**src/lcdseq_pkg.sv**
```systemverilog
package lcdseq_pkg;

    typedef enum logic [1:0] {
        OP_TICK    = 2'd0,
        OP_WRITE   = 2'd1,
        OP_REFRESH = 2'd2,
        OP_REINIT  = 2'd3
    } op_t;

    typedef struct packed {
        op_t        op;
        logic [6:0] index;
        logic [7:0] code;
    } item_t;

    typedef struct packed {
        logic       is_data;
        logic [7:0] bus_byte;
    } result_t;

    // Buffer write request from the sequencer to the character store.
    typedef struct packed {
        logic       en;
        logic [6:0] addr;
        logic [7:0] data;
    } buf_wr_t;

    localparam logic [15:0] STARTUP_WAIT_RESET = 16'd400;
    localparam int          INIT_STEPS         = 7;

    localparam logic [7:0] CMD_LINE0 = 8'h80;
    localparam logic [7:0] CMD_LINE1 = 8'hC0;
    localparam logic [7:0] CMD_LINE2 = 8'h94;
    localparam logic [7:0] CMD_LINE3 = 8'hD4;

    localparam int LINE1_POS = 20;
    localparam int LINE2_POS = 40;
    localparam int LINE3_POS = 60;

    localparam logic [7:0] CHAR_SPACE = 8'h20;
    localparam logic [7:0] GLYPH_BASE = 8'hC0;

    localparam logic [7:0] GLYPH_MAP [64] = '{
        8'h41, 8'hA0, 8'h42, 8'hA1, 8'hE0, 8'h45, 8'hA3, 8'hA4,
        8'hA5, 8'hA6, 8'h4B, 8'hA7, 8'h4D, 8'h48, 8'h4F, 8'hA8,
        8'h50, 8'h43, 8'h54, 8'hA9, 8'hAA, 8'h58, 8'hE1, 8'hAB,
        8'hAC, 8'hE2, 8'hAD, 8'hAE, 8'h62, 8'hAF, 8'hB0, 8'hB1,
        8'h61, 8'hB2, 8'hB3, 8'hB4, 8'hE3, 8'h65, 8'hB6, 8'hB7,
        8'hB8, 8'hB9, 8'hBA, 8'hBB, 8'hBC, 8'hBD, 8'h6F, 8'hBE,
        8'h70, 8'h63, 8'hBF, 8'h79, 8'hE4, 8'h78, 8'hE5, 8'hC0,
        8'hC1, 8'hE6, 8'hC2, 8'hC3, 8'hC4, 8'hC5, 8'hC6, 8'hC7
    };

    function automatic logic [7:0] init_cmd(input logic [2:0] step);
        logic [7:0] cmd;
        case (step)
            3'd0:    cmd = 8'h38;
            3'd1:    cmd = 8'h38;
            3'd2:    cmd = 8'h38;
            3'd3:    cmd = 8'h14;
            3'd4:    cmd = 8'h06;
            3'd5:    cmd = 8'h02;
            3'd6:    cmd = 8'h0C;
            default: cmd = 8'h0C;
        endcase
        return cmd;
    endfunction

    function automatic logic [15:0] init_wait(input logic [2:0] step);
        logic [15:0] ticks;
        case (step)
            3'd0:    ticks = 16'd50;
            3'd1:    ticks = 16'd10;
            3'd2:    ticks = 16'd2;
            3'd3:    ticks = 16'd2;
            3'd4:    ticks = 16'd2;
            3'd5:    ticks = 16'd40;
            3'd6:    ticks = 16'd2;
            default: ticks = 16'd2;
        endcase
        return ticks;
    endfunction

    function automatic logic [7:0] convert_char(input logic [7:0] code);
        logic [7:0] conv;
        if (code >= GLYPH_BASE) begin
            conv = GLYPH_MAP[code[5:0]];
        end else if (code == 8'h00) begin
            conv = CHAR_SPACE;
        end else begin
            conv = code;
        end
        return conv;
    endfunction

endpackage

```
**src/lcdseq_item_if.sv**
```systemverilog
interface lcdseq_item_if;
    logic       valid;
    logic       ready;
    logic [1:0] operation;
    logic [6:0] buffer_index;
    logic [7:0] char_code;

    modport source (output valid, output operation, output buffer_index, output char_code,
                    input ready);
    modport sink   (input valid, input operation, input buffer_index, input char_code,
                    output ready);
endinterface

```
**src/lcdseq_bus_if.sv**
```systemverilog
interface lcdseq_bus_if;
    logic       valid;
    logic       ready;
    logic       is_data;
    logic [7:0] bus_byte;

    modport source (output valid, output is_data, output bus_byte, input ready);
    modport sink   (input valid, input is_data, input bus_byte, output ready);
endinterface

```
**src/lcdseq_buf.sv**
```systemverilog
module lcdseq_buf #(
    parameter int BUFFER_CHARS = 80
) (
    input  logic                            clk,
    input  lcdseq_pkg::buf_wr_t             wr,
    input  logic [$clog2(BUFFER_CHARS)-1:0] rd_addr,
    output logic [7:0]                      rd_data
);
    localparam int AW = $clog2(BUFFER_CHARS);

    logic [7:0] mem [BUFFER_CHARS];
    logic [7:0] rd_data_reg;

    always_ff @(posedge clk)
    begin
        if (wr.en)
        begin
            mem[wr.addr[AW-1:0]] <= wr.data;
        end
    end

    // A write in the same cycle as the read of its entry is passed straight through.
    always_ff @(posedge clk)
    begin
        if (wr.en && (wr.addr == 7'(rd_addr)))
        begin
            rd_data_reg <= wr.data;
        end
        else
        begin
            rd_data_reg <= mem[rd_addr];
        end
    end

    assign rd_data = rd_data_reg;
endmodule

```
**src/lcdseq_ctrl.sv**
```systemverilog
module lcdseq_ctrl #(
    parameter int BUFFER_CHARS = 80
) (
    input  logic                            clk,
    input  logic                            rst_n,
    input  logic                            cfg_we,
    input  logic [15:0]                     cfg_data,
    input  logic                            step,
    input  lcdseq_pkg::item_t               item,
    input  logic [7:0]                      rd_data,
    output logic                            emit,
    output lcdseq_pkg::result_t             res,
    output lcdseq_pkg::buf_wr_t             wr,
    output logic [$clog2(BUFFER_CHARS)-1:0] rd_addr
);
    localparam int PW = $clog2(BUFFER_CHARS);

    logic [15:0]   wait_reg,    wait_next;
    logic          in_init_reg, in_init_next;
    logic [PW-1:0] pos_reg,     pos_next;
    logic [7:0]    pcmd_reg,    pcmd_next;
    logic          refresh_reg, refresh_next;
    logic          reinit_reg,  reinit_next;

    always_comb
    begin
        logic        go;
        logic [PW:0] pos_inc;
        go           = 1'b1;
        pos_inc      = '0;
        wait_next    = wait_reg;
        in_init_next = in_init_reg;
        pos_next     = pos_reg;
        pcmd_next    = pcmd_reg;
        refresh_next = refresh_reg;
        reinit_next  = reinit_reg;
        emit         = 1'b0;
        res          = '0;
        wr           = '0;
        case (item.op)
            lcdseq_pkg::OP_TICK:
            begin
                if (wait_reg != 16'd0)
                begin
                    wait_next = wait_reg - 16'd1;
                    go        = (wait_next == 16'd0);
                end
                if (go)
                begin
                    if (reinit_reg)
                    begin
                        in_init_next = 1'b1;
                        pos_next     = '0;
                        reinit_next  = 1'b0;
                    end
                    if (in_init_next)
                    begin
                        if (pos_next < PW'(lcdseq_pkg::INIT_STEPS))
                        begin
                            pcmd_next = lcdseq_pkg::init_cmd(pos_next[2:0]);
                            wait_next = lcdseq_pkg::init_wait(pos_next[2:0]);
                            pos_next  = pos_next + PW'(1);
                        end
                        else
                        begin
                            in_init_next = 1'b0;
                            pos_next     = '0;
                        end
                    end
                    if (pcmd_next != 8'h00)
                    begin
                        emit         = 1'b1;
                        res.is_data  = 1'b0;
                        res.bus_byte = pcmd_next;
                        pcmd_next    = 8'h00;
                    end
                    else if (refresh_reg)
                    begin
                        emit         = 1'b1;
                        res.is_data  = 1'b1;
                        res.bus_byte = rd_data;
                        pos_inc      = {1'b0, pos_next} + (PW+1)'(1);
                        if (pos_inc >= (PW+1)'(BUFFER_CHARS))
                        begin
                            pos_next     = '0;
                            refresh_next = 1'b0;
                        end
                        else
                        begin
                            pos_next = pos_inc[PW-1:0];
                        end
                        if (pos_next == '0)
                        begin
                            pcmd_next = lcdseq_pkg::CMD_LINE0;
                        end
                        else if (pos_next == PW'(lcdseq_pkg::LINE1_POS))
                        begin
                            pcmd_next = lcdseq_pkg::CMD_LINE1;
                        end
                        else if (pos_next == PW'(lcdseq_pkg::LINE2_POS))
                        begin
                            pcmd_next = lcdseq_pkg::CMD_LINE2;
                        end
                        else if (pos_next == PW'(lcdseq_pkg::LINE3_POS))
                        begin
                            pcmd_next = lcdseq_pkg::CMD_LINE3;
                        end
                    end
                end
            end
            lcdseq_pkg::OP_WRITE:
            begin
                wr.en   = step && (item.index < 7'(BUFFER_CHARS));
                wr.addr = item.index;
                wr.data = lcdseq_pkg::convert_char(item.code);
            end
            lcdseq_pkg::OP_REFRESH:
            begin
                refresh_next = 1'b1;
            end
            lcdseq_pkg::OP_REINIT:
            begin
                reinit_next = 1'b1;
            end
            default:
            begin
                emit = 1'b0;
            end
        endcase
    end

    // The store is read at the position the next tick will use; when init is
    // running the only data read that can follow is entry zero.
    always_comb
    begin
        if (step)
        begin
            rd_addr = in_init_next ? '0 : pos_next;
        end
        else
        begin
            rd_addr = in_init_reg ? '0 : pos_reg;
        end
    end

    always_ff @(posedge clk or negedge rst_n)
    begin
        if (!rst_n)
        begin
            wait_reg    <= lcdseq_pkg::STARTUP_WAIT_RESET;
            in_init_reg <= 1'b1;
            pos_reg     <= '0;
            pcmd_reg    <= 8'h00;
            refresh_reg <= 1'b0;
            reinit_reg  <= 1'b0;
        end
        else if (cfg_we)
        begin
            wait_reg <= cfg_data;
        end
        else if (step)
        begin
            wait_reg    <= wait_next;
            in_init_reg <= in_init_next;
            pos_reg     <= pos_next;
            pcmd_reg    <= pcmd_next;
            refresh_reg <= refresh_next;
            reinit_reg  <= reinit_next;
        end
    end
endmodule

```
**src/char_lcd_init_refresh_sequencer_core.sv**
```systemverilog
// A result enters the result register when its item retires from the input register, and waits there for its transfer.
// Throughput: one item per cycle; the input register drains whenever the result register
// is free or the item gives no bus write.
// The character store is a memory with one registered read port, addressed ahead of time.
// Reset (rst_n low, asynchronous) restarts the startup wait and the init sequence and
// empties both registers; the character store keeps its contents and is not cleared.
module char_lcd_init_refresh_sequencer_core #(
    parameter int BUFFER_CHARS = 80
) (
    input  logic         clk,
    input  logic         rst_n,
    input  logic         cfg_we,
    input  logic [15:0]  cfg_data,
    lcdseq_item_if.sink  item,
    lcdseq_bus_if.source bus
);
    localparam int PW = $clog2(BUFFER_CHARS);

    // Input register: holds the item being worked on this cycle.
    logic              in_vld_reg;
    lcdseq_pkg::item_t in_item_reg;

    // Result register: one bus write waiting for its transfer.
    logic                out_vld_reg, out_vld_next;
    lcdseq_pkg::result_t out_res_reg;

    logic                emit;
    logic                fire;
    lcdseq_pkg::result_t res;
    lcdseq_pkg::buf_wr_t wr;
    logic [PW-1:0]       rd_addr;
    logic [7:0]          rd_data;

    // The held item retires when it gives no bus write or when the result
    // register is empty or being emptied in this cycle.
    assign fire       = in_vld_reg && (!emit || !out_vld_reg || bus.ready);
    assign item.ready = !in_vld_reg || fire;

    always_ff @(posedge clk or negedge rst_n)
    begin
        if (!rst_n)
        begin
            in_vld_reg <= 1'b0;
        end
        else if (item.ready)
        begin
            in_vld_reg <= item.valid;
        end
    end

    always_ff @(posedge clk)
    begin
        if (item.valid && item.ready)
        begin
            in_item_reg.op    <= lcdseq_pkg::op_t'(item.operation);
            in_item_reg.index <= item.buffer_index;
            in_item_reg.code  <= item.char_code;
        end
    end

    lcdseq_ctrl #(
        .BUFFER_CHARS (BUFFER_CHARS)
    ) u_ctrl (
        .clk      (clk),
        .rst_n    (rst_n),
        .cfg_we   (cfg_we),
        .cfg_data (cfg_data),
        .step     (fire),
        .item     (in_item_reg),
        .rd_data  (rd_data),
        .emit     (emit),
        .res      (res),
        .wr       (wr),
        .rd_addr  (rd_addr)
    );

    lcdseq_buf #(
        .BUFFER_CHARS (BUFFER_CHARS)
    ) u_buf (
        .clk     (clk),
        .wr      (wr),
        .rd_addr (rd_addr),
        .rd_data (rd_data)
    );

    always_comb
    begin
        if (fire && emit)
        begin
            out_vld_next = 1'b1;
        end
        else if (bus.ready)
        begin
            out_vld_next = 1'b0;
        end
        else
        begin
            out_vld_next = out_vld_reg;
        end
    end

    always_ff @(posedge clk or negedge rst_n)
    begin
        if (!rst_n)
        begin
            out_vld_reg <= 1'b0;
        end
        else
        begin
            out_vld_reg <= out_vld_next;
        end
    end

    always_ff @(posedge clk)
    begin
        if (fire && emit)
        begin
            out_res_reg <= res;
        end
    end

    assign bus.valid    = out_vld_reg;
    assign bus.is_data  = out_res_reg.is_data;
    assign bus.bus_byte = out_res_reg.bus_byte;
endmodule

```
**src/flat_wrapper.sv**
```systemverilog
// flat-port wrapper written by rule: the top's interface ports become plain ports
module char_lcd_init_refresh_sequencer_core_flat 
#(
    parameter int BUFFER_CHARS = 80
)
  (clk, rst_n, cfg_we, cfg_data, item_valid, item_operation, item_buffer_index, item_char_code, item_ready, bus_valid, bus_is_data, bus_bus_byte, bus_ready);
  lcdseq_item_if item_i ();
  lcdseq_bus_if bus_i ();
  input  logic clk;
  input  logic rst_n;
  input  logic cfg_we;
  input  logic [15:0] cfg_data;
  input wire logic [$bits(item_i.valid)-1:0] item_valid;
  input wire logic [$bits(item_i.operation)-1:0] item_operation;
  input wire logic [$bits(item_i.buffer_index)-1:0] item_buffer_index;
  input wire logic [$bits(item_i.char_code)-1:0] item_char_code;
  output wire logic [$bits(item_i.ready)-1:0] item_ready;
  output wire logic [$bits(bus_i.valid)-1:0] bus_valid;
  output wire logic [$bits(bus_i.is_data)-1:0] bus_is_data;
  output wire logic [$bits(bus_i.bus_byte)-1:0] bus_bus_byte;
  input wire logic [$bits(bus_i.ready)-1:0] bus_ready;
  assign item_i.valid = item_valid;
  assign item_i.operation = item_operation;
  assign item_i.buffer_index = item_buffer_index;
  assign item_i.char_code = item_char_code;
  assign item_ready = item_i.ready;
  assign bus_valid = bus_i.valid;
  assign bus_is_data = bus_i.is_data;
  assign bus_bus_byte = bus_i.bus_byte;
  assign bus_i.ready = bus_ready;
  char_lcd_init_refresh_sequencer_core #(.BUFFER_CHARS(BUFFER_CHARS)) u_core (.clk(clk), .rst_n(rst_n), .cfg_we(cfg_we), .cfg_data(cfg_data), .item(item_i), .bus(bus_i));
endmodule
```
**config.mk**
```make
export PLATFORM = sky130hd
export DESIGN_NAME = char_lcd_init_refresh_sequencer_core_flat
export DESIGN_NICKNAME = d
export VERILOG_FILES = /design/src/lcdseq_pkg.sv /design/src/lcdseq_item_if.sv /design/src/lcdseq_bus_if.sv /design/src/lcdseq_buf.sv /design/src/lcdseq_ctrl.sv /design/src/char_lcd_init_refresh_sequencer_core.sv /design/src/flat_wrapper.sv
export SDC_FILE = /design/constraint.sdc
export NUM_CORES = 1
export LEC_CHECK = 0
export BUFFER_PORTS_ARGS = -buffer_cell sky130_fd_sc_hd__buf_2
export CAP_MARGIN = 20
export CORE_ASPECT_RATIO = 0.75
export CORE_MARGIN = 2
export CORE_UTILIZATION = 45
export DETAILED_ROUTE_END_ITERATION = 8
export PLACE_DENSITY = 0.67
export SETUP_SLACK_MARGIN = 0.4
export SLEW_MARGIN = 20
export SYNTH_ARGS = -nofsm -noshare
export SYNTH_HDL_FRONTEND = slang
export SYNTH_SLANG_ARGS = --single-unit
```
**constraint.sdc**
```tcl
create_clock -name clk -period 7.1 [get_ports clk]
set_input_delay 0.71 -clock clk [delete_from_list [all_inputs] [get_ports clk]]
set_output_delay 0.71 -clock clk [all_outputs]
set_load 0.05 [all_outputs]
```
Word level (Yosys, flattened, before mapping)
Memories as Yosys holds them, arrays and structs flattened. A register that Yosys moved wholly into a read port is not among the register bits.
Cells that the tools add are included.
Word-level totals
  latch bits: 0
  memories kept: 2
  output and inout bits: 11
  memory bits (read-only): 512
  logic and storage cells: 139
  memory bits (writable): 640
  register bits: 62
Cells by class
  reduce and logical (&&, ||, !) cells: 30
  multipliers: 0
  eq/ne operators: 13
  add/subtract/negate cells: 3
  bitwise operators: 4
  magnitude comparators: 5
  muxes and demuxes: 69
  shifts and indexed selects: 0
  div/mod/pow operators: 0
Memories
  u_core.u_buf.mem: depth 80, bits a word 8, rd ports 1, clocked after Yosys merged registers in 1, wr ports 1, line lcdseq_buf.sv:11  | logic [7:0] mem [BUFFER_CHARS];
  (no name shown): depth 64, bits a word 8, rd ports 1, clocked after Yosys merged registers in 0, wr ports 0, line lcdseq_pkg.sv:87  | conv = GLYPH_MAP[code[5:0]];
Operators by type and width (number)
  7-bit 2-to-1 mux: 19
  16-bit 2-to-1 mux: 8
  8-bit 2-to-1 mux: 15
  6-bit one-hot mux with 4 select lines: 1
  1-bit 2-to-1 mux: 22
  6-bit one-hot mux with 3 select lines: 1
  16-bit zero test: 1
  16-bit nonzero test: 1
  16-bit by 1-bit subtractor with 16-bit output, second input constant: 1
  7-bit by 6-bit equality test with 1-bit output, second input constant: 2
  2-bit nonzero test: 5
  9-bit 2-to-1 mux: 1
  7-bit by 1-bit adder with 8-bit output, second input constant: 1
  8-bit by 7-bit greater-or-equal comparator with 1-bit output, second input constant: 1
  8-bit greater-or-equal comparator, second input constant: 1
  8-bit zero test: 1
  4-bit AND reduction: 2
  8-bit nonzero test: 1
  7-bit by 1-bit adder with 7-bit output, second input constant: 1
  7-bit by 5-bit equality test with 1-bit output, second input constant: 1
  7-bit greater-or-equal comparator, second input constant: 1
  7-bit zero test: 1
  7-bit by 3-bit < comparator with 1-bit output, second input constant: 1
  7-bit < comparator, second input constant: 1
  17 further kinds: 34

Depth between registers and ports, before layout
  depth after elaboration: 25
  gate-level depth with buffers: 14
  gate-level depth less buffers: 12

Hierarchy
Synthesis repeated with hierarchy kept, for this count alone.
Unflattened totals
  cell total of the unflattened synthesis: 1723
  area total of the unflattened synthesis: 29935.0 sq um
By module, submodules not included
  lcdseq_buf: area an instance 24882.6 sq um, times used 1, cells each 1111
  lcdseq_ctrl: area an instance 4165.2 sq um, times used 1, cells each 576
  char_lcd_init_refresh_sequencer_core: area an instance 887.1 sq um, times used 1, cells each 36

Least setup slack after synthesis
OpenSTA, ideal clock, no wires.
  path type: reg2reg
  start point: register u_core.in_item_reg[0] (netlist name)
  end point: memory u_core.u_buf.mem[0][0] (data pin)
  period minus slack after synthesis: 6.020 ns
  cell stages (with the launch flop): 11
  library setup time: 0.848 ns
  required time: 6.252 ns
  arrival: 5.172 ns
  slack: 1.080 ns
  cell sequence: edfxtp_1 clkbuf_1 inv_1 ha_1 inv_1 nor2_1 a211oi_1 a211oi_1 a21oi_1 o21ai_0 a211oi_1
RTL lines
  from (decl): line char_lcd_init_refresh_sequencer_core.sv:21  | lcdseq_pkg::item_t in_item_reg;
  to (decl): line lcdseq_buf.sv:11

Worst setup path after layout
  start point: register u_core.u_ctrl.wait_reg[0]
  end point: output port item_ready
Between the ends
  longest elaborated chain between the ends: 11
  elaborated cells between the ends (all ways): 12
  classes of those cells: 1 x add/sub; 4 x mux; 7 x reduce/logical
Ends and longest elaborated chain
  from (decl): line lcdseq_ctrl.sv:18  | logic [15:0] wait_reg, wait_next;
  from (signal assigned): line lcdseq_ctrl.sv:150  | wait_reg <= lcdseq_pkg::STARTUP_WAIT_RESET;
  from (signal assigned): line lcdseq_ctrl.sv:159  | wait_reg <= cfg_data;
  from (signal assigned): line lcdseq_ctrl.sv:163  | wait_reg <= wait_next;
  16-bit by 1-bit subtractor with 16-bit output: line lcdseq_ctrl.sv:45  | wait_next = wait_reg - 16'd1;
  16-bit zero test: line lcdseq_ctrl.sv:46  | go = (wait_next == 16'd0);
  1-bit 2-to-1 mux (*): line lcdseq_ctrl.sv:43  | if (wait_reg != 16'd0)
  1-bit 2-to-1 mux (*): line lcdseq_ctrl.sv:40  | case (item.op)
  1-bit 2-to-1 mux (*): line lcdseq_ctrl.sv:48  | if (go)
  1-bit 2-to-1 mux (*): line lcdseq_ctrl.sv:40
  1-bit zero test (*): line char_lcd_init_refresh_sequencer_core.sv:36  | assign fire = in_vld_reg && (!emit || !out_vld_reg || bus.ready);
  1-bit logical OR (*) (2 in series): line char_lcd_init_refresh_sequencer_core.sv:36
  1-bit logical AND (*): line char_lcd_init_refresh_sequencer_core.sv:36
  1-bit logical OR (*): line char_lcd_init_refresh_sequencer_core.sv:37  | assign item.ready = !in_vld_reg || fire;
  to (decl): line flat_wrapper.sv:17  | output wire logic [$bits(item_i.ready)-1:0] item_ready;
Mark *: on every way between the ends. The rest lies on a longest branch, timed or not. The select of a mux whose other input is x is not followed.

==> run summary <==
=====================================================================================
GR met2 Demand/Resource ................................................       28.64%
Number of flip-flops under the largest register name ...................          640
Synthesized area per cell ..............................................    18.28 um2
Clock buffer count from CTS ............................................           68
Worst-skew pair later-pin latency ......................................      0.63 ns
Synth top area cells ................................................... edfxtp_1, mux4_2, dfrtp_1
Most frequently used cell type in the post-synthesis netlist ...........     edfxtp_1
Slew at the pin closest to its max-slew limit ..........................     1.087 ns
Predominant post-synthesis flop cell ...................................     edfxtp_1
DRC errors left ........................................................            0
Clock tree buffer depth ................................................            3
Met3 Track Usage GR ....................................................       4.304%
CP arrival .............................................................      3.88 ns
Total power of the final layout ........................................   0.008598 W
CP Cell Sequence ....................................................... inv_1, ha_1, or4b_1, nor3_1, xnor2_1, nand4_1, o31ai_4, nand3_1, buf_2
Routed via count divided by cell count .................................        6.167
Yosys warnings .........................................................            0
Wire length reported by the detailed router ............................    69,140 um
Met1 demand-to-capacity share in global routing ........................       32.64%
Number of clock sinks ..................................................          709
Core Area ..............................................................   65,470 um2
Number of rows created at floorplan ....................................           81
PortBufs ...............................................................           48
Synthesis-stage register bit count .....................................          709
Timing-limited maximum frequency .......................................   0.2178 GHz
RSZ-0062 raised after global routing ...................................        false
Maximum net fanout on the critical path ................................            9
R2R depth ..............................................................            9
Placed Cells ...........................................................        2,482
TritonCTS clock tree ...................................................         done
Cell leakage power .....................................................     9.079 nW
Floorplan die height ...................................................     227.2 um
Final design instance area without fill ................................   33,250 um2
Worst path max stage delay .............................................      0.56 ns
Slowest CP cell ........................................................       or4b_1
Vias after detailed routing ............................................       16,050
DP HPWL ................................................................    42,870 um
Area share of the leading cell type in the synthesized netlist .........       66.90%
CP startpoint kind .....................................................     register
Reported max-cap violation count .......................................            0
Proportion of synthesized chip area in sequential cells ................       70.40%
# IOs ..................................................................           49
Post-Synthesis Cells ...................................................        1,635
Maximum ir drop on the vdd rail ........................................     231.5 uV
Area growth from synthesis to layout ...................................       11.24%
Max-slew headroom at the worst pin .....................................       27.52%
Wire length of the first global-routing pass ...........................   102,400 um
Synthesized net count ..................................................        1,687
Pre-antenna DRT Iters ..................................................            5
Most Used Layer, Global Route ..........................................         met1
Cell Area, Synth .......................................................   29,890 um2
Hold Buf Count CTS .....................................................            0
Global-route congestion overflow total .................................            0
Largest clock skew in the final design .................................   0.03247 ns
Total cell area at the placement stage .................................   31,090 um2
Final Wtd Congestion ...................................................       0.8950
Count of instances resized after the clock tree is built ...............            0
Post-synthesis async set-or-reset flop share ...........................       5.078%
Power density over the cells ........................................... 258.5 nW/um2
Post-CTS Setup Inserts .................................................            0
Full die area ..........................................................   68,530 um2
Count of final setup violators .........................................            0
Cell type contributing the most total cell area after synthesis ........     edfxtp_1
DR WL/cell .............................................................     26.57 um
Number of levels in the clock H-tree ...................................            3
Largest net degree at the start of global routing ......................           81
Netlist cell types .....................................................           89
Worst min-delay path category ..........................................  in -> async
Count of routing violations after the opening detailed-route iteration .        1,994
Category of the worst setup path capture point .........................   output pin
Outcome ................................................................ complete, no violations
Commonest cells in the netlist ......................................... edfxtp_1, mux4_2, nor2_1
Global routing usage summed across all routing layers ..................       20.36%
Proportion of layout cells with a drive suffix above 1 .................       24.51%
Final max-slew violation count .........................................            0
Clock transition at path regs ..........................................      0.06 ns
Total Nets Final .......................................................        1,733
Final worst path period share ..........................................       64.67%
Category of the most critical setup path ...............................   reg -> out
Via count of the first global-routing pass .............................       15,240
Remaining number of nets flagged by the antenna check after routing ....            0
Die width ..............................................................     301.6 um
Initial core utilization ...............................................       45.66%
Final Hold Vio Count ...................................................            0
Number of antenna violations at the first check in global routing ......            2
Sum of negative setup slack ............................................         0 ns
Post-layout min period .................................................     4.591 ns
Cell at the root of the clock tree .....................................    clkbuf_16
Worst Hold Slack .......................................................    0.2326 ns
Layout Cells excl Fill .................................................        2,602
Count of flip-flops with a built-in enable after synthesis .............          666
Critical Path RT .......................................................      6.39 ns
=====================================================================================
## routing by layer
metal / vias up / part of all wire [%]
met5: - / 0
met4: 0 / 1.5
met3: 83 / 8.7
met2: 724 / 44
met1: 8435 / 46
li1: 6805 / -
## path summary, 6_finish.rpt
| path | from | end | slack, ns |
|---|---|---|---|
| max in group asynchronous | rst_n | u_core.u_ctrl.pos_reg[3] | 6.27 |
| min in group clk | item_char_code[3] | u_core.in_item_reg[3] | 0.28 |
| setup / recovery | u_core.u_ctrl.wait_reg[0] | item_ready | 2.51 |
| hold reg to reg | u_core.u_ctrl.pcmd_reg[3] | u_core.u_ctrl.pcmd_reg[3] | 0.52 |
| hold / removal | rst_n | u_core.u_ctrl.wait_reg[6] | 0.23 |
| setup reg to reg | u_core.u_ctrl.wait_reg[0] | u_core.bus.bus_byte[4] | 3.00 |
## power by group
part	leakage, nW	total, W	switching (W)	internal (W)
clock network	1.07	0.00354	0.00156	0.00198
logic	2.58	0.000381	0.000257	0.000124
registers	5.44	0.00467	0.0000566	0.00462
total	9.08	0.00860	0.00188	0.00672
## cells by family after synthesis
family          count (synthesis)  synth area share [%]
flops                         709                 70.40
buf+inv                       116                 1.582
compound gates                213                 5.199
mux                           221                 16.14
fa+ha+maj                      14                0.5860
xor+xnor                        9                0.2637
simple gates                  353                 5.835
## cell usage in the layout, fill, tap and decap left out, types with 9 or more instances in the layout
| cell type | netlist | layout |
|---|---|---|
| buf_2 | 14 | 48 |
| nor2_1 | 147 | 143 |
| nor3_1 | 28 | 26 |
| inv_1 | 26 | 26 |
| edfxtp_1 | 666 | 666 |
| nor2b_1 | 11 | 11 |
| clkbuf_16 | 0 | 70 |
| buf_4 | 1 | 16 |
| clkbuf_1 | 53 | 9 |
| nand2b_1 | 12 | 12 |
| a21oi_1 | 36 | 36 |
| nand2_1 | 61 | 61 |
| o21ai_0 | 35 | 35 |
| mux4_2 | 208 | 208 |
| o22ai_1 | 10 | 10 |
| and2_1 | 13 | 13 |
| clkinv_1 | 0 | 12 |
| clkinv_2 | 0 | 14 |
| nand4_1 | 9 | 9 |
| a31oi_1 | 11 | 9 |
| a211oi_1 | 15 | 14 |
| nand3_1 | 13 | 13 |
| dfrtp_1 | 32 | 32 |
| ha_1 | 14 | 14 |
## area by class of cell
class,count,area (um2)
timing repair buffer,66,400.4
multi-input combinational,810,8451
inverter,26,97.59
clock buffer,80,1799
tap,871,1090
clock inverter,39,359.1
antenna,1,2.502
sequential,709,21060
fill,5257,32220
## metrics by stage
| step | utilization, % | setup WS, ns |
|---|---|---|
| CTS | 50.78 | 2.515 |
| global route | 50.79 | 2.306 |
| floorplan | - | 1.080 |
| global placement | 47.49 | 2.892 |
| detailed placement | 47.49 | 2.637 |
| finish | 50.79 | 2.509 |
## critical path: cells and delay by family (launching register included)
kind,cells,cell delay [ns]
buf+inv,2,0.40
simple gates,4,1.44
flops,1,0.47
compound gates,1,0.51
fa+ha+maj,1,0.27
xor+xnor,1,0.20
Note: power is estimated with default switching activity, not from simulation.
